$ cat src/hw/rtl/assert_macros.svh
// assertion macros for the bit engine rtl
`ifndef ASSERT_MACROS_SVH
`define ASSERT_MACROS_SVH
`ifndef SYNTHESIS
// same-cycle implication, checked on every rising edge out of reset
`define ASSERT_IMPLIES(label, clk, rst_n, ante, cons) \
    label: assert property (@(posedge clk) disable iff (!rst_n) (ante) |-> (cons)) \
        else $error("implication check failed");
// next-cycle implication
`define ASSERT_NEXT(label, clk, rst_n, ante, cons) \
    label: assert property (@(posedge clk) disable iff (!rst_n) (ante) |=> (cons)) \
        else $error("next-cycle check failed");
`else
`define ASSERT_IMPLIES(label, clk, rst_n, ante, cons)
`define ASSERT_NEXT(label, clk, rst_n, ante, cons)
`endif
`endif

$ cat src/hw/rtl/i2cm_pkg.sv
// types and constants of the i2c master bit engine
package i2cm_pkg;

    localparam int unsigned OP_W     = 3;
    localparam int unsigned STEP_W   = 3;
    localparam int unsigned BITCNT_W = 4;
    localparam int unsigned TIMER_W  = 8;

    localparam logic [BITCNT_W-1:0] RECOVER_PULSES    = 4'd9;
    localparam logic [BITCNT_W-1:0] BYTE_BITS         = 4'd8;
    localparam logic [TIMER_W-1:0]  PHASE_TICKS_RESET = 8'd50;

    // request operation codes
    typedef enum logic [OP_W-1:0] {
        OP_NONE    = 3'd0,
        OP_START   = 3'd1,
        OP_STOP    = 3'd2,
        OP_WRITE   = 3'd3,
        OP_READ    = 3'd4,
        OP_RECOVER = 3'd5
    } op_t;

    // active command, one-hot
    typedef enum logic [5:0] {
        CMD_IDLE    = 6'b000001,
        CMD_START   = 6'b000010,
        CMD_STOP    = 6'b000100,
        CMD_WRITE   = 6'b001000,
        CMD_READ    = 6'b010000,
        CMD_RECOVER = 6'b100000
    } cmd_t;

endpackage

$ cat src/hw/rtl/i2cm_ifs.sv
// request, result and configuration channel interfaces
interface i2cm_req_if;
    logic       valid;
    logic       ready;
    logic [2:0] operation;
    logic [7:0] tx_byte;
    logic       send_ack;
    logic       sda_level;

    modport source (output valid, output operation, output tx_byte, output send_ack,
                    output sda_level, input ready);
    modport sink   (input valid, input operation, input tx_byte, input send_ack,
                    input sda_level, output ready);
endinterface

interface i2cm_rsp_if;
    logic       valid;
    logic       ready;
    logic       scl_release;
    logic       sda_release;
    logic       busy_res;
    logic       done_res;
    logic [7:0] rx_byte;
    logic       acked;
    logic       sda_freed;

    modport source (output valid, output scl_release, output sda_release, output busy_res,
                    output done_res, output rx_byte, output acked, output sda_freed,
                    input ready);
    modport sink   (input valid, input scl_release, input sda_release, input busy_res,
                    input done_res, input rx_byte, input acked, input sda_freed,
                    output ready);
endinterface

interface i2cm_cfg_if;
    logic       valid;
    logic       ready;
    logic [7:0] data;

    modport source (output valid, output data, input ready);
    modport sink   (input valid, input data, output ready);
endinterface

$ cat src/hw/rtl/i2c_master_bit_engine.sv
// i2c master bit engine: open-drain scl/sda sequencer, one tick per request
// a request is captured in the input register, then goes through the step logic
// into the result register
// throughput: one request per cycle while results are taken; a held result
// stalls the input register, which stalls the request channel
// reset: async active low; idle, both lines released, phase_ticks = 50
`include "assert_macros.svh"

module i2c_master_bit_engine (
    input  logic        clk,
    input  logic        rst_n,
    i2cm_req_if.sink    req,
    i2cm_rsp_if.source  rsp,
    i2cm_cfg_if.sink    cfg
);
    import i2cm_pkg::*;

    // configuration
    logic [TIMER_W-1:0]  phase_ticks_reg;

    // input register
    logic                in_vld_reg;
    logic [OP_W-1:0]     in_op_reg;
    logic [7:0]          in_tx_reg;
    logic                in_ack_reg;
    logic                in_sda_reg;

    // sequencer state
    cmd_t                cmd_reg, cmd_next;
    logic [STEP_W-1:0]   step_reg, step_next;
    logic [BITCNT_W-1:0] bit_cnt_reg, bit_cnt_next;
    logic [TIMER_W-1:0]  timer_reg, timer_next;
    logic [7:0]          shift_reg, shift_next;
    logic                ack_flag_reg, ack_flag_next;
    logic                rec_flag_reg, rec_flag_next;
    logic                scl_reg, scl_next;
    logic                sda_reg, sda_next;
    logic [7:0]          rx_hold_reg, rx_hold_next;
    logic                ack_send_reg, ack_send_next;

    // result register
    logic                out_vld_reg;
    logic                out_busy_reg;
    logic                out_done_reg;

    logic                advance;
    logic                run;
    logic                fin;
    cmd_t                start_cmd;
    logic [TIMER_W-1:0]  load_ticks;

    // a request moves through the step logic when the result slot frees up
    assign advance   = in_vld_reg && (!out_vld_reg || rsp.ready);
    assign req.ready = !in_vld_reg || advance;
    assign cfg.ready = 1'b1;

    // zero phase length behaves as one tick
    assign load_ticks = (phase_ticks_reg == '0) ? TIMER_W'(1) : phase_ticks_reg;

    always_ff @(posedge clk or negedge rst_n)
    begin
        if (!rst_n)
        begin
            phase_ticks_reg <= PHASE_TICKS_RESET;
        end
        else if (cfg.valid && cfg.ready)
        begin
            phase_ticks_reg <= cfg.data;
        end
    end

    // input register
    always_ff @(posedge clk or negedge rst_n)
    begin
        if (!rst_n)
        begin
            in_vld_reg <= 1'b0;
        end
        else if (req.valid && req.ready)
        begin
            in_vld_reg <= 1'b1;
        end
        else if (advance)
        begin
            in_vld_reg <= 1'b0;
        end
    end

    always_ff @(posedge clk)
    begin
        if (req.valid && req.ready)
        begin
            in_op_reg  <= req.operation;
            in_tx_reg  <= req.tx_byte;
            in_ack_reg <= req.send_ack;
            in_sda_reg <= req.sda_level;
        end
    end

    // decode of a new operation, codes past recover are ignored
    always_comb
    begin
        unique case (in_op_reg)
            OP_START:   start_cmd = CMD_START;
            OP_STOP:    start_cmd = CMD_STOP;
            OP_WRITE:   start_cmd = CMD_WRITE;
            OP_READ:    start_cmd = CMD_READ;
            OP_RECOVER: start_cmd = CMD_RECOVER;
            OP_NONE:    start_cmd = CMD_IDLE;
            default:    start_cmd = CMD_IDLE;
        endcase
    end

    // one tick of the sequencer
    always_comb
    begin
        cmd_next      = cmd_reg;
        step_next     = step_reg;
        bit_cnt_next  = bit_cnt_reg;
        timer_next    = timer_reg;
        shift_next    = shift_reg;
        ack_flag_next = ack_flag_reg;
        rec_flag_next = rec_flag_reg;
        scl_next      = scl_reg;
        sda_next      = sda_reg;
        rx_hold_next  = rx_hold_reg;
        ack_send_next = ack_send_reg;
        run           = 1'b0;
        fin           = 1'b0;

        if (advance)
        begin
            if (cmd_reg == CMD_IDLE)
            begin
                // commands are taken only while idle
                if (start_cmd != CMD_IDLE)
                begin
                    cmd_next     = start_cmd;
                    step_next    = '0;
                    bit_cnt_next = '0;
                    if (start_cmd == CMD_WRITE)
                    begin
                        shift_next = in_tx_reg;
                    end
                    if (start_cmd == CMD_READ)
                    begin
                        shift_next    = '0;
                        ack_send_next = in_ack_reg;
                    end
                    run = 1'b1;
                end
            end
            else if (timer_reg > TIMER_W'(1))
            begin
                timer_next = timer_reg - TIMER_W'(1);
            end
            else
            begin
                run = 1'b1;
            end
        end

        if (run)
        begin
            unique case (cmd_next)
                CMD_START:
                begin
                    case (step_next)
                        3'd0:    sda_next = 1'b1;
                        3'd1:    scl_next = 1'b1;
                        3'd2:    sda_next = 1'b0;
                        3'd3:    scl_next = 1'b0;
                        default: fin = 1'b1;
                    endcase
                    step_next = step_next + STEP_W'(1);
                end
                CMD_STOP:
                begin
                    case (step_next)
                        3'd0:    sda_next = 1'b0;
                        3'd1:    scl_next = 1'b1;
                        3'd2:    sda_next = 1'b1;
                        default: fin = 1'b1;
                    endcase
                    step_next = step_next + STEP_W'(1);
                end
                CMD_WRITE:
                begin
                    case (step_next)
                        3'd0:
                        begin
                            scl_next  = 1'b0;
                            step_next = 3'd1;
                        end
                        3'd1:
                        begin
                            sda_next  = shift_next[7];
                            step_next = 3'd2;
                        end
                        3'd2:
                        begin
                            scl_next     = 1'b1;
                            shift_next   = {shift_next[6:0], 1'b0};
                            bit_cnt_next = bit_cnt_next + BITCNT_W'(1);
                            step_next    = (bit_cnt_next < BYTE_BITS) ? 3'd0 : 3'd3;
                        end
                        3'd3:
                        begin
                            scl_next  = 1'b0;
                            step_next = 3'd4;
                        end
                        3'd4:
                        begin
                            sda_next  = 1'b1;
                            step_next = 3'd5;
                        end
                        3'd5:
                        begin
                            scl_next  = 1'b1;
                            step_next = 3'd6;
                        end
                        3'd6:
                        begin
                            // low sda on the acknowledge clock pulse is an ack
                            ack_flag_next = !in_sda_reg;
                            scl_next      = 1'b0;
                            step_next     = 3'd7;
                        end
                        default: fin = 1'b1;
                    endcase
                end
                CMD_READ:
                begin
                    case (step_next)
                        3'd0:
                        begin
                            sda_next  = 1'b1;
                            scl_next  = 1'b0;
                            step_next = 3'd1;
                        end
                        3'd1:
                        begin
                            scl_next  = 1'b1;
                            step_next = 3'd2;
                        end
                        3'd2:
                        begin
                            shift_next   = {shift_next[6:0], in_sda_reg};
                            bit_cnt_next = bit_cnt_next + BITCNT_W'(1);
                            scl_next     = 1'b0;
                            step_next    = (bit_cnt_next < BYTE_BITS) ? 3'd1 : 3'd3;
                        end
                        3'd3:
                        begin
                            sda_next  = !ack_send_next;
                            step_next = 3'd4;
                        end
                        3'd4:
                        begin
                            scl_next  = 1'b1;
                            step_next = 3'd5;
                        end
                        3'd5:
                        begin
                            scl_next  = 1'b0;
                            step_next = 3'd6;
                        end
                        3'd6:
                        begin
                            // release sda and finish with no trailing phase
                            sda_next     = 1'b1;
                            rx_hold_next = shift_next;
                            fin          = 1'b1;
                        end
                        default: fin = 1'b1;
                    endcase
                end
                CMD_RECOVER:
                begin
                    case (step_next)
                        3'd0:
                        begin
                            sda_next      = 1'b1;
                            scl_next      = 1'b0;
                            rec_flag_next = 1'b0;
                            step_next     = 3'd1;
                        end
                        3'd1:
                        begin
                            scl_next     = 1'b1;
                            bit_cnt_next = bit_cnt_next + BITCNT_W'(1);
                            step_next    = 3'd2;
                        end
                        3'd2:
                        begin
                            if (in_sda_reg)
                            begin
                                // bus freed, finish with a stop
                                rec_flag_next = 1'b1;
                                sda_next      = 1'b0;
                                step_next     = 3'd3;
                            end
                            else if (bit_cnt_next < RECOVER_PULSES)
                            begin
                                scl_next  = 1'b0;
                                step_next = 3'd1;
                            end
                            else
                            begin
                                // out of pulses, stop anyway
                                sda_next  = 1'b0;
                                step_next = 3'd3;
                            end
                        end
                        3'd3:
                        begin
                            scl_next  = 1'b1;
                            step_next = 3'd4;
                        end
                        3'd4:
                        begin
                            sda_next  = 1'b1;
                            step_next = 3'd5;
                        end
                        default: fin = 1'b1;
                    endcase
                end
                default: fin = 1'b1;
            endcase

            if (fin)
            begin
                cmd_next   = CMD_IDLE;
                step_next  = '0;
                timer_next = '0;
            end
            else
            begin
                timer_next = load_ticks;
            end
        end
    end

    // sequencer state, updated only when a request passes through
    always_ff @(posedge clk or negedge rst_n)
    begin
        if (!rst_n)
        begin
            cmd_reg      <= CMD_IDLE;
            step_reg     <= '0;
            bit_cnt_reg  <= '0;
            timer_reg    <= '0;
            shift_reg    <= '0;
            ack_flag_reg <= 1'b0;
            rec_flag_reg <= 1'b0;
            scl_reg      <= 1'b1;
            sda_reg      <= 1'b1;
            rx_hold_reg  <= '0;
            ack_send_reg <= 1'b0;
        end
        else if (advance)
        begin
            cmd_reg      <= cmd_next;
            step_reg     <= step_next;
            bit_cnt_reg  <= bit_cnt_next;
            timer_reg    <= timer_next;
            shift_reg    <= shift_next;
            ack_flag_reg <= ack_flag_next;
            rec_flag_reg <= rec_flag_next;
            scl_reg      <= scl_next;
            sda_reg      <= sda_next;
            rx_hold_reg  <= rx_hold_next;
            ack_send_reg <= ack_send_next;
        end
    end

    // result register
    always_ff @(posedge clk or negedge rst_n)
    begin
        if (!rst_n)
        begin
            out_vld_reg <= 1'b0;
        end
        else if (advance)
        begin
            out_vld_reg <= 1'b1;
        end
        else if (rsp.ready)
        begin
            out_vld_reg <= 1'b0;
        end
    end

    always_ff @(posedge clk)
    begin
        if (advance)
        begin
            out_busy_reg <= (cmd_next != CMD_IDLE);
            out_done_reg <= fin;
        end
    end

    // line and status fields come straight from the state just written
    assign rsp.valid       = out_vld_reg;
    assign rsp.scl_release = scl_reg;
    assign rsp.sda_release = sda_reg;
    assign rsp.busy_res    = out_busy_reg;
    assign rsp.done_res    = out_done_reg;
    assign rsp.rx_byte     = rx_hold_reg;
    assign rsp.acked       = ack_flag_reg;
    assign rsp.sda_freed   = rec_flag_reg;

    // a shown completion always leaves the sequencer idle
    `ASSERT_IMPLIES(a_done_idle, clk, rst_n, out_vld_reg && out_done_reg, cmd_reg == CMD_IDLE)
    // a running sequence always has a live phase timer
    `ASSERT_IMPLIES(a_timer_live, clk, rst_n, cmd_reg != CMD_IDLE, timer_reg != '0)
    // a stalled input register keeps its request
    `ASSERT_NEXT(a_in_hold, clk, rst_n, in_vld_reg && !advance,
                 in_vld_reg && $stable(in_op_reg) && $stable(in_sda_reg))
    // busy flag in the result matches the sequencer state
    `ASSERT_IMPLIES(a_busy_match, clk, rst_n, out_vld_reg,
                    out_busy_reg == (cmd_reg != CMD_IDLE))

endmodule

$ cat src/flat_wrapper.sv
// flat-port wrapper written by rule: the top's interface ports become plain ports
module i2c_master_bit_engine_flat import i2cm_pkg::*;
  (clk, rst_n, req_valid, req_operation, req_tx_byte, req_send_ack, req_sda_level, req_ready, rsp_valid, rsp_scl_release, rsp_sda_release, rsp_busy_res, rsp_done_res, rsp_rx_byte, rsp_acked, rsp_sda_freed, rsp_ready, cfg_valid, cfg_data, cfg_ready);
  i2cm_req_if req_i ();
  i2cm_rsp_if rsp_i ();
  i2cm_cfg_if cfg_i ();
  input  logic clk;
  input  logic rst_n;
  input wire logic [$bits(req_i.valid)-1:0] req_valid;
  input wire logic [$bits(req_i.operation)-1:0] req_operation;
  input wire logic [$bits(req_i.tx_byte)-1:0] req_tx_byte;
  input wire logic [$bits(req_i.send_ack)-1:0] req_send_ack;
  input wire logic [$bits(req_i.sda_level)-1:0] req_sda_level;
  output wire logic [$bits(req_i.ready)-1:0] req_ready;
  output wire logic [$bits(rsp_i.valid)-1:0] rsp_valid;
  output wire logic [$bits(rsp_i.scl_release)-1:0] rsp_scl_release;
  output wire logic [$bits(rsp_i.sda_release)-1:0] rsp_sda_release;
  output wire logic [$bits(rsp_i.busy_res)-1:0] rsp_busy_res;
  output wire logic [$bits(rsp_i.done_res)-1:0] rsp_done_res;
  output wire logic [$bits(rsp_i.rx_byte)-1:0] rsp_rx_byte;
  output wire logic [$bits(rsp_i.acked)-1:0] rsp_acked;
  output wire logic [$bits(rsp_i.sda_freed)-1:0] rsp_sda_freed;
  input wire logic [$bits(rsp_i.ready)-1:0] rsp_ready;
  input wire logic [$bits(cfg_i.valid)-1:0] cfg_valid;
  input wire logic [$bits(cfg_i.data)-1:0] cfg_data;
  output wire logic [$bits(cfg_i.ready)-1:0] cfg_ready;
  assign req_i.valid = req_valid;
  assign req_i.operation = req_operation;
  assign req_i.tx_byte = req_tx_byte;
  assign req_i.send_ack = req_send_ack;
  assign req_i.sda_level = req_sda_level;
  assign req_ready = req_i.ready;
  assign rsp_valid = rsp_i.valid;
  assign rsp_scl_release = rsp_i.scl_release;
  assign rsp_sda_release = rsp_i.sda_release;
  assign rsp_busy_res = rsp_i.busy_res;
  assign rsp_done_res = rsp_i.done_res;
  assign rsp_rx_byte = rsp_i.rx_byte;
  assign rsp_acked = rsp_i.acked;
  assign rsp_sda_freed = rsp_i.sda_freed;
  assign rsp_i.ready = rsp_ready;
  assign cfg_i.valid = cfg_valid;
  assign cfg_i.data = cfg_data;
  assign cfg_ready = cfg_i.ready;
  i2c_master_bit_engine u_core (.clk(clk), .rst_n(rst_n), .req(req_i), .rsp(rsp_i), .cfg(cfg_i));
endmodule
$ cat config.mk
export PLATFORM = sky130hd
export DESIGN_NAME = i2c_master_bit_engine_flat
export DESIGN_NICKNAME = d
export VERILOG_FILES = /design/src/hw/rtl/i2cm_pkg.sv /design/src/hw/rtl/i2cm_ifs.sv /design/src/hw/rtl/i2c_master_bit_engine.sv /design/src/flat_wrapper.sv
export VERILOG_INCLUDE_DIRS = /design/src /design/src/hw/rtl
export SDC_FILE = /design/constraint.sdc
export NUM_CORES = 1
export LEC_CHECK = 0
export ABC_AREA = 1
export BUFFER_PORTS_ARGS = -buffer_cell sky130_fd_sc_hd__buf_4
export CORE_ASPECT_RATIO = 0.6
export CORE_UTILIZATION = 64
export DETAILED_ROUTE_END_ITERATION = 8
export PLACE_DENSITY = 0.85
export SYNTH_ARGS = -nofsm -noshare
export SYNTH_HDL_FRONTEND = slang
export SYNTH_SLANG_ARGS = --single-unit
$ cat constraint.sdc
create_clock -name clk -period 5.2 [get_ports clk]
set_input_delay 0.52 -clock clk [delete_from_list [all_inputs] [get_ports clk]]
set_output_delay 0.52 -clock clk [all_outputs]
set_load 0.02 [all_outputs]
; ---- Word-level counts from Yosys, hierarchy flattened
; Index checks and enable logic that the tools add are counted.
[op_classes]
add_sub_neg = 3
magnitude_cmp = 3
eq_ne = 36
mux = 76
reduce_logical = 35
[ops]
columns = op, count
row1 = $mux W8, 12
row2 = $mux W6, 5
row3 = $pmux W6 S5, 1
row4 = $mux W1, 24
row5 = $mux W4, 6
row6 = $pmux W3 S7, 1
row7 = $mux W3, 6
row8 = $pmux W1 S2, 9
row9 = $pmux W3 S6, 1
row10 = $pmux W8 S2, 1
row11 = $eq A3 B3 Y1 const B, 5
row12 = $pmux W1 S5, 3
row13 = $pmux W3 S5, 1
row14 = $reduce_or A2 Y1, 7
row15 = $eq A3 B2 Y1 const B, 4
row16 = $eq A6 B4 Y1 const B, 2
row17 = $eq A6 B5 Y1 const B, 2
row18 = $ne A3 B1 Y1 const B, 4
row19 = $ne A6 B1 Y1 const B, 2
row20 = $pmux W3 S4, 1
row21 = $reduce_and A10 Y1, 1
row22 = $ne A3 B2 Y1 const B, 3
row23 = $ne A3 B3 Y1 const B, 3
row24 = $reduce_and A9 Y1, 1
row25 = 30 further kinds, 48
[word_totals]
ff_bits = 67
out_inout_bits = 17

; ---- Longest topological paths before layout
; Gate-level depths: netlist of the first run.
[logic_depth]
depth_word = 14
depth_mapped = 21

; ---- Least setup slack after synthesis of the first run
; OpenSTA, ideal clock, no wires.
[synth_timing]
path_type = flip-flop to flip-flop
start = register u_core.in_op_reg[1]
end = register u_core.timer_reg[0]
setup_ns = 0.073
t_arrival_ns = 2.885
slack_ns = 2.242
path_stages_with_launch = 21
path_buffers = 2
path_cell_list = edfxtp_1 > inv_2 > ha_1 > nor2_1 > nand3_4 > nand2_4 > buf_2 > nand2_1 > inv_1 > ha_1 > inv_1 > nor2_1 > inv_1 > nand2_1 > nor2_1 > nand2_2 > nand2_2 > nor2_4 > buf_8 > nand3_2 > a21oi_2
[synth_between]
elab_chain_len = 13
elab_cells_between_ends = 45
[synth_rtl]
columns = element, line
row1 = start: declaration, i2c_master_bit_engine.sv:23  ; logic [OP_W-1:0] in_op_reg;
row2 = start signal: assignment, i2c_master_bit_engine.sv:93  ; in_op_reg <= req.operation;
row3 = "$eq A3 B3 Y1, or another cell as far along", i2c_master_bit_engine.sv:103  ; unique case (in_op_reg)
row4 = $pmux W6 S5 *, i2c_master_bit_engine.sv:103
row5 = $ne A6 B1 Y1, i2c_master_bit_engine.sv:136  ; if (start_cmd != CMD_IDLE)
row6 = $mux W3, i2c_master_bit_engine.sv:136
row7 = $mux W3, i2c_master_bit_engine.sv:133  ; if (cmd_reg == CMD_IDLE)
row8 = $mux W3, i2c_master_bit_engine.sv:131  ; if (advance)
row9 = "$eq A3 B3 Y1, or another cell as far along", i2c_master_bit_engine.sv:189  ; case (step_next)
row10 = "$reduce_or A7 Y1 (no source line), or another cell as far along", -
row11 = "$mux W1, on equally long branches", -
row12 = $pmux W1 S5, i2c_master_bit_engine.sv:165  ; unique case (cmd_next)
row13 = $mux W1, i2c_master_bit_engine.sv:163  ; if (run)
row14 = $mux W8, i2c_master_bit_engine.sv:331  ; if (fin)
row15 = $mux W8, i2c_master_bit_engine.sv:163
row16 = end signal: assignment, i2c_master_bit_engine.sv:366  ; timer_reg <= timer_next;
row17 = end: declaration, i2c_master_bit_engine.sv:32  ; logic [TIMER_W-1:0] timer_reg, timer_next;
; Mark *: on every way between the ends. The rest lies on a longest branch, timed or not. The select of a mux whose other input is x is not followed.
; A chain may end at the register's enable or synchronous reset.

; ---- Worst setup path after layout of the first run
[layout_timing]
start = register u_core.in_op_reg[1]
end = register u_core.out_busy_reg, in the netlist u_core.rsp.busy_res (data pin)
[layout_between]
elab_chain_len = 14
elab_cells_between_ends = 43
[layout_rtl]
columns = element, line
row1 = "$eq A3 B3 Y1, or another cell as far along", i2c_master_bit_engine.sv:103
row2 = $pmux W6 S5 *, i2c_master_bit_engine.sv:103
row3 = $ne A6 B1 Y1, i2c_master_bit_engine.sv:136
row4 = $mux W3, i2c_master_bit_engine.sv:136
row5 = $mux W3, i2c_master_bit_engine.sv:133
row6 = $mux W3, i2c_master_bit_engine.sv:131
row7 = "$eq A3 B3 Y1, or another cell as far along", i2c_master_bit_engine.sv:189
row8 = "$reduce_or A7 Y1 (no source line), or another cell as far along", -
row9 = "$mux W1, on equally long branches", -
row10 = $pmux W1 S5, i2c_master_bit_engine.sv:165
row11 = $mux W1, i2c_master_bit_engine.sv:163
row12 = $mux W6, i2c_master_bit_engine.sv:331
row13 = $mux W6 *, i2c_master_bit_engine.sv:163
row14 = $ne A6 B1 Y1 *, i2c_master_bit_engine.sv:398  ; out_busy_reg <= (cmd_next != CMD_IDLE);
row15 = end signal: assignment, i2c_master_bit_engine.sv:398
row16 = end: declaration, i2c_master_bit_engine.sv:43  ; logic out_busy_reg;
; Marked as above.

==> flow_summary.ini, run 1 <==
[status]
status = finished, final reports clean

[timing]
max-slew-margin-rel_pct = 54.4
slew_violations = 0
worst_slew_pin_slew_ns = 0.684
finalSetupViolCount = 0
setup_tns_ns = 0
hold_viol_final = 0
finalCritPeriodShare_pct = 66.9
max_freq_mhz = 287
clock_skew_ns = 0.00511
fin_crit_ns = 3.48
grt_setup_unrepaired = false

[yosys]
syn-num-nets = 587
synth_top_cell_by_area = dfrtp_1
synth_seq_cells = 67
synth_ff_type = dfrtp_1
avgSynthCellArea_um2 = 7.87
synthArstFlopShare_pct = 77.6
ys_seq_area_share_pct = 40.7
netlist-cell-type-count = 45
synth_top_area_share_pct = 26.6
yosys-top-cells-area = dfrtp_1 27%, nand2_1 11%, edfxtp_1 10%
syn_inst = 549
synth_area_mm2 = 0.00432
synth-edff-count = 15
ys_warn_count = 0

[setup_path]
arrival_ns = 3.68
startpoint_type = flop
crit_path_max_fanout = 14
startpoint = u_core.in_op_reg[1]
critPathCaptureType = flop
cpPeakStageDelay_ns = 0.46
cp_slowest_cell = edfxtp_1
worstSetupEndpoint = u_core.rsp.busy_res
critPathKind = flop to flop
reg2regPathDepth = 18
regToRegStartpoint = u_core.in_op_reg[1]
rrSetupSlack_ns = 1.72
worstPathCellList = inv_2 -> ha_1 -> nor2_1 -> nand3_4 -> nand2_4 -> nand2_1 -> inv_1 -> ha_1 -> inv_1 -> nor2_1 -> inv_1 -> nand2_1 -> nor2_1 -> nand2_2 -> nand2_2 -> nor2_4 -> nor2_4 -> a21oi_1
cp.required_ns = 5.40
r2r-end = u_core.rsp.busy_res

[layout]
diodes = 0
drive_gt1_share_pct = 23.5
fin_util_pct = 76.9
fillers = 459
multiInputGateArea_mm2 = 0.00218
final_nets = 629
synthToLayoutAreaGrowth_pct = 12.2
register_area_mm2 = 0.00176

[drt]
ant_nets = 0
met1_length_mm = 5.11
wl_per_cell_um = 15.7
highest_layer = met4
met2_length_mm = 4.28
via_per_inst = 5.74
drt_pre_antenna_iters = 6
wl_met3_mm = 1.13
dr.first_iter.drc_count = 445
vias = 3900
drcViolationCount = 0
wl_mm = 10.7

[cts]
root_buffer = clkbuf_8
cts_tree = built
clkTransAtPathRegs_ns = 0.07
ctsResizeCount = 0
worstSkewPairLatency_ns = 0.35
cts_setup_buffers = 0
hold_buffers = 0
cts_buffer_depth = 2
cts.sinks = 67
cts-buffers-inserted = 9
ctsHtreeMaxLevel = 3

[job]
maxCapViolations = 0

[power_and_ir_drop]
p_sw_uw = 892
comb_power_share_pct = 44.8
leakagePower_nw = 2.46
seqPwrFrac_pct = 35.5
p_clk_share_pct = 19.8
netSwitchingFraction_pct = 43.5
power.density_mw_per_mm2 = 423
ir_worst_vdd_uv = 288
p_int_mw = 1.16

[placed_design]
io_buffers = 41
hpwl_mm = 7.99
gp_congestion = 0.924

[die]
io_pins = 43
fp-row-count = 22
die_h_um = 65.7
initial_utilization_pct = 68.6
die_x_um = 108
die_area_mm2 = 0.00710
coreArea_mm2 = 0.00630

[grt]
antenna_found_initial = 0
grt_usage_pct = 33.1
grt_pass1_vias = 3483
overflow = 0
grt_max_degree = 53
grt_first_pass_wirelength_mm = 17.4

[min_path]
min_path_type = input pin to async pin
## kinds of logic after synthesis
| group | synth area share (%) |
|---|---|
| and+or+nand+nor | 32.8 |
| muxes | 1.51 |
| adders and majority gates | 3.47 |
| other | 0.0868 |
| DFF | 40.7 |
| buffers and inverters | 8.89 |
| xor gates and xnor gates | 0.811 |
| AOI/OAI and AO/OA | 11.8 |
## per-layer routing
metal | vias up | track usage [%]
li1 | 1867 | -
met1 | 1817 | 50.7
met2 | 196 | 44.4
met3 | 20 | 9.13
met4 | 0 | 10.4
met5 | - | 0
## through the flow
step	worst slack [ns]	instance area, µm²	std cells	total power, mW	hold WS [ns]
detailed placement	1.77	4670	664	1.62	0.474
global placement	1.89	4670	664	1.61	0.463
finish	1.72	4850	680	2.05	0.202
floorplan	2.24	4320	549	1.44	0.224
CTS	1.77	4850	680	2.04	0.222
global route	1.42	4850	680	2.19	0.267
## placed cells by master, fill, tap and decap left out, types with 4 or more instances in the layout
cell type,Yosys,layout
dfstp_2,6,6
nand2_2,18,18
nand2_1,124,124
inv_1,73,73
nor2_1,50,50
clkbuf_8,0,12
inv_2,8,8
o21ai_0,49,49
nor2_4,5,5
nor3_1,11,11
nor2_2,6,6
nand3_1,26,26
nand4_1,12,12
a21oi_1,15,15
ha_1,12,12
a21oi_2,10,10
edfxtp_1,15,15
nand2_4,5,5
nand3_2,13,13
mux2_2,4,4
buf_4,1,42
dfrtp_1,46,46
## power groups by stage
stage / Combinational (mW) / Clock, mW / Sequential, mW
after floorplan: 0.725 / 0 / 0.720
after global placement: 0.880 / 0 / 0.730
after detailed placement: 0.893 / 0 / 0.732
after CTS: 0.901 / 0.414 / 0.723
after global routing: 1.02 / 0.435 / 0.734
final: 0.917 / 0.406 / 0.727
## how the worst min path moves through the flow
| stage | depth (start not counted) | from | end |
|---|---|---|---|
| 2_1_floorplan | 0 | rst_n | u_core.ack_send_reg |
| 3_3_place_gp | 2 | u_core.rsp.scl_release | u_core.rsp.scl_release |
| 3_5_place_dp | 2 | u_core.rsp.scl_release | u_core.rsp.scl_release |
| 4_1_cts | 1 | rst_n | u_core.rsp.rx_byte[4] |
| 5_1_grt | 1 | rst_n | u_core.rsp.rx_byte[5] |
| 6_report | 1 | rst_n | u_core.rsp.rx_byte[5] |
## cell usage after synthesis, types with 4 or more instances
| cell type | instances |
|---|---|
| nor2_2 | 6 |
| nand2_4 | 5 |
| edfxtp_1 | 15 |
| nor2_1 | 50 |
| ha_1 | 12 |
| nor2_4 | 5 |
| clkbuf_1 | 5 |
| nand3_1 | 26 |
| a21oi_2 | 10 |
| dfstp_2 | 6 |
| nand4_1 | 12 |
| a21oi_1 | 15 |
| dfrtp_1 | 46 |
| nand2_1 | 124 |
| nand2_2 | 18 |
| inv_1 | 73 |
| nand3_2 | 13 |
| inv_2 | 8 |
| nor3_1 | 11 |
| mux2_2 | 4 |
| o21ai_0 | 49 |
## cell type report
| type | instances | share of cell area [%] |
|---|---|---|
| clock buffer | 15 | 3.64 |
| clock inverter | 1 | 0.155 |
| inverter | 82 | 6.35 |
| multi-input combinational | 389 | 44.9 |
| sequential | 67 | 36.3 |
| tap | 84 | 2.17 |
| timing repair buffer | 42 | 6.50 |
## worst max-delay path: cells and delay by family, from the launching register on
family	cells	cell delay [ns]
flip-flops	1	0.46
buffers and inverters	4	0.43
AND/OR/NAND/NOR	11	1.64
AO/OA/AOI/OAI	1	0.14
adder cells (fa/ha/maj)	2	0.64
No activity file was read; power rests on OpenSTA's default activity.
==> run 2: changes to the inputs <==
- CORE_UTILIZATION: 64 -> 54
- PLACE_DENSITY: 0.85 -> 0.77
- clock period: 5.2 -> 3.15 ns (I/O delays scaled with it)
==> run 2 against run 1 <==
  * Worst setup slack lost 1.6 ns
  * Power grew 99%
  * Maximum frequency grew 17%
  * Flip-flop and latch count is the same
  * Routed wire length grew 6.9%
  * Final cell count grew 6.2%
  * Clock power grew to 3.1 times the previous value
  * First-iteration DRC count shrank 7.4%
  * Critical endpoint is now u_core.cmd_reg[0]
  * Largest cell class unchanged
==> flow_summary.ini, run 2 (synthesized netlist as in run 1, its figures left out) <==
[status]
status = finished, final reports clean

[setup_path]
crit_path_max_fanout = 6
cpMostUsedCell = nand2_2
cpPeakStageDelay_ns = 0.45
cp.required_ns = 3.41
critPathKind = flop to flop
worstPathCellList = buf_4 -> ha_1 -> nor2_2 -> nand3_4 -> nand2_4 -> nand2_2 -> inv_2 -> ha_1 -> inv_1 -> nor2_1 -> inv_1 -> nand2_1 -> nor2_2 -> nand2_2 -> nand2_2 -> nor2_4 -> nor2_4 -> buf_4 -> o21bai_1
cp_slowest_cell = edfxtp_1
critPathCaptureType = flop
arrival_ns = 3.24
startpoint_type = flop

[die]
io_pins = 43
fp-row-count = 24
initial_utilization_pct = 57.6
die_x_um = 117
coreArea_mm2 = 0.00751
die_area_mm2 = 0.00838
die_h_um = 71.3

[cts]
worstSkewPairLatency_ns = 0.34
ctsHtreeMaxLevel = 3
root_buffer = clkbuf_16
clkTransAtPathRegs_ns = 0.06
cts_tree = built
cts-buffers-inserted = 9
cts.sinks = 67
hold_buffers = 0
cts_buffer_depth = 2

[timing]
max_freq_mhz = 335
fin_crit_ns = 2.98
finalSetupViolCount = 0
slew_violations = 0
finalCritPeriodShare_pct = 94.7
clock_skew_ns = 0.00576
whs_ns = 0.00546
setup_tns_ns = 0
setup_ws_ns = 0.166
hold_viol_final = 0
max-slew-margin-rel_pct = 53.9
worst_slew_pin_slew_ns = 0.692

[min_path]
min_path_type = input pin to async pin

[layout]
layout_common_cells = 122 x nand2_1, 72 x inv_1, 63 x buf_4
synthToLayoutAreaGrowth_pct = 21.5
final_area_mm2 = 0.00525
diodes = 0
drive_gt1_share_pct = 27.8
final_common_cell = nand2_1
fin_util_pct = 69.9
final_nets = 651
final_cell_count_no_fill = 722
fillers = 615

[grt]
antenna_found_initial = 0
overflow = 0
grt_usage_pct = 29.0
grt_max_degree = 53
grt_pass1_vias = 3732
grt_first_pass_wirelength_mm = 18.6

[placed_design]
placed_cell_area_mm2 = 0.00484
hpwl_mm = 8.58
io_buffers = 41
post-place-ws_ns = 0.0602
gp_congestion = 0.969
place_inst = 702

[power_and_ir_drop]
ir_worst_vdd_uv = 345
leakagePower_nw = 2.65
power.density_mw_per_mm2 = 776
power_mw = 4.07

[drt]
via_per_inst = 5.48
dr.first_iter.drc_count = 412
ant_nets = 0
wl_per_cell_um = 15.8
drt_pre_antenna_iters = 5
wl_mm = 11.4
vias = 3953
drcViolationCount = 0

[job]
maxCapViolations = 0
-- run 2: what timing repair did --
item / in CTS / in global routing
hold endpoints to repair: 0 / 0
buffers inserted: 0 / 4
endpoints found under the setup margin: 0 / 23
gates resized for setup: 0 / 9
-- run 2: worst max-delay path: cells and delay by family, from the launching register on --
family | cells | cell delay, ns
fa+ha+maj | 2 | 0.43
compound gates | 1 | 0.14
buf+inv | 5 | 0.62
simple gates | 11 | 1.24
flops | 1 | 0.45
-- run 2: path summary, 6_finish.rpt --
path,start,end,slack (ns),cells after the start
max,u_core.in_op_reg[1],u_core.cmd_reg[0],0.17,19
min,rst_n,u_core.rsp.rx_byte[0],0.005,1
max reg2reg,u_core.in_op_reg[1],u_core.cmd_reg[0],0.17,19
min reg2reg,u_core.rsp.scl_release,u_core.rsp.scl_release,0.47,2
max in group asynchronous,rst_n,u_core.phase_ticks_reg[2],2.66,1
min in group clk,req_tx_byte[0],u_core.in_tx_reg[0],0.15,1
-- run 2: layout make-up --
type                            count  area, µm²  area share [%]
Inverter                           82        308            5.86
Tap cell                          104        130            2.48
Multi-Input combinational cell    389       2190            41.8
Clock inverter                      7        140            2.67
Sequential cell                    67       1760            33.5
Timing Repair Buffer               64        493            9.39
Clock buffer                        9        225            4.29
-- run 2: power by group --
part	leakage (nW)	internal, mW	switching [mW]
clock network	0.172	0.851	0.392
logic	1.70	0.563	1.07
registers	0.775	1.07	0.126
-- run 2: per-layer routing --
layer  wire length, µm  share of wire, %  global-route usage [%]
met1              5740                50                    43.9
met2              4650                41                    41.2
met3               873               7.7                    6.21
met4               139               1.2                    9.97
met5                 0                 0                       0
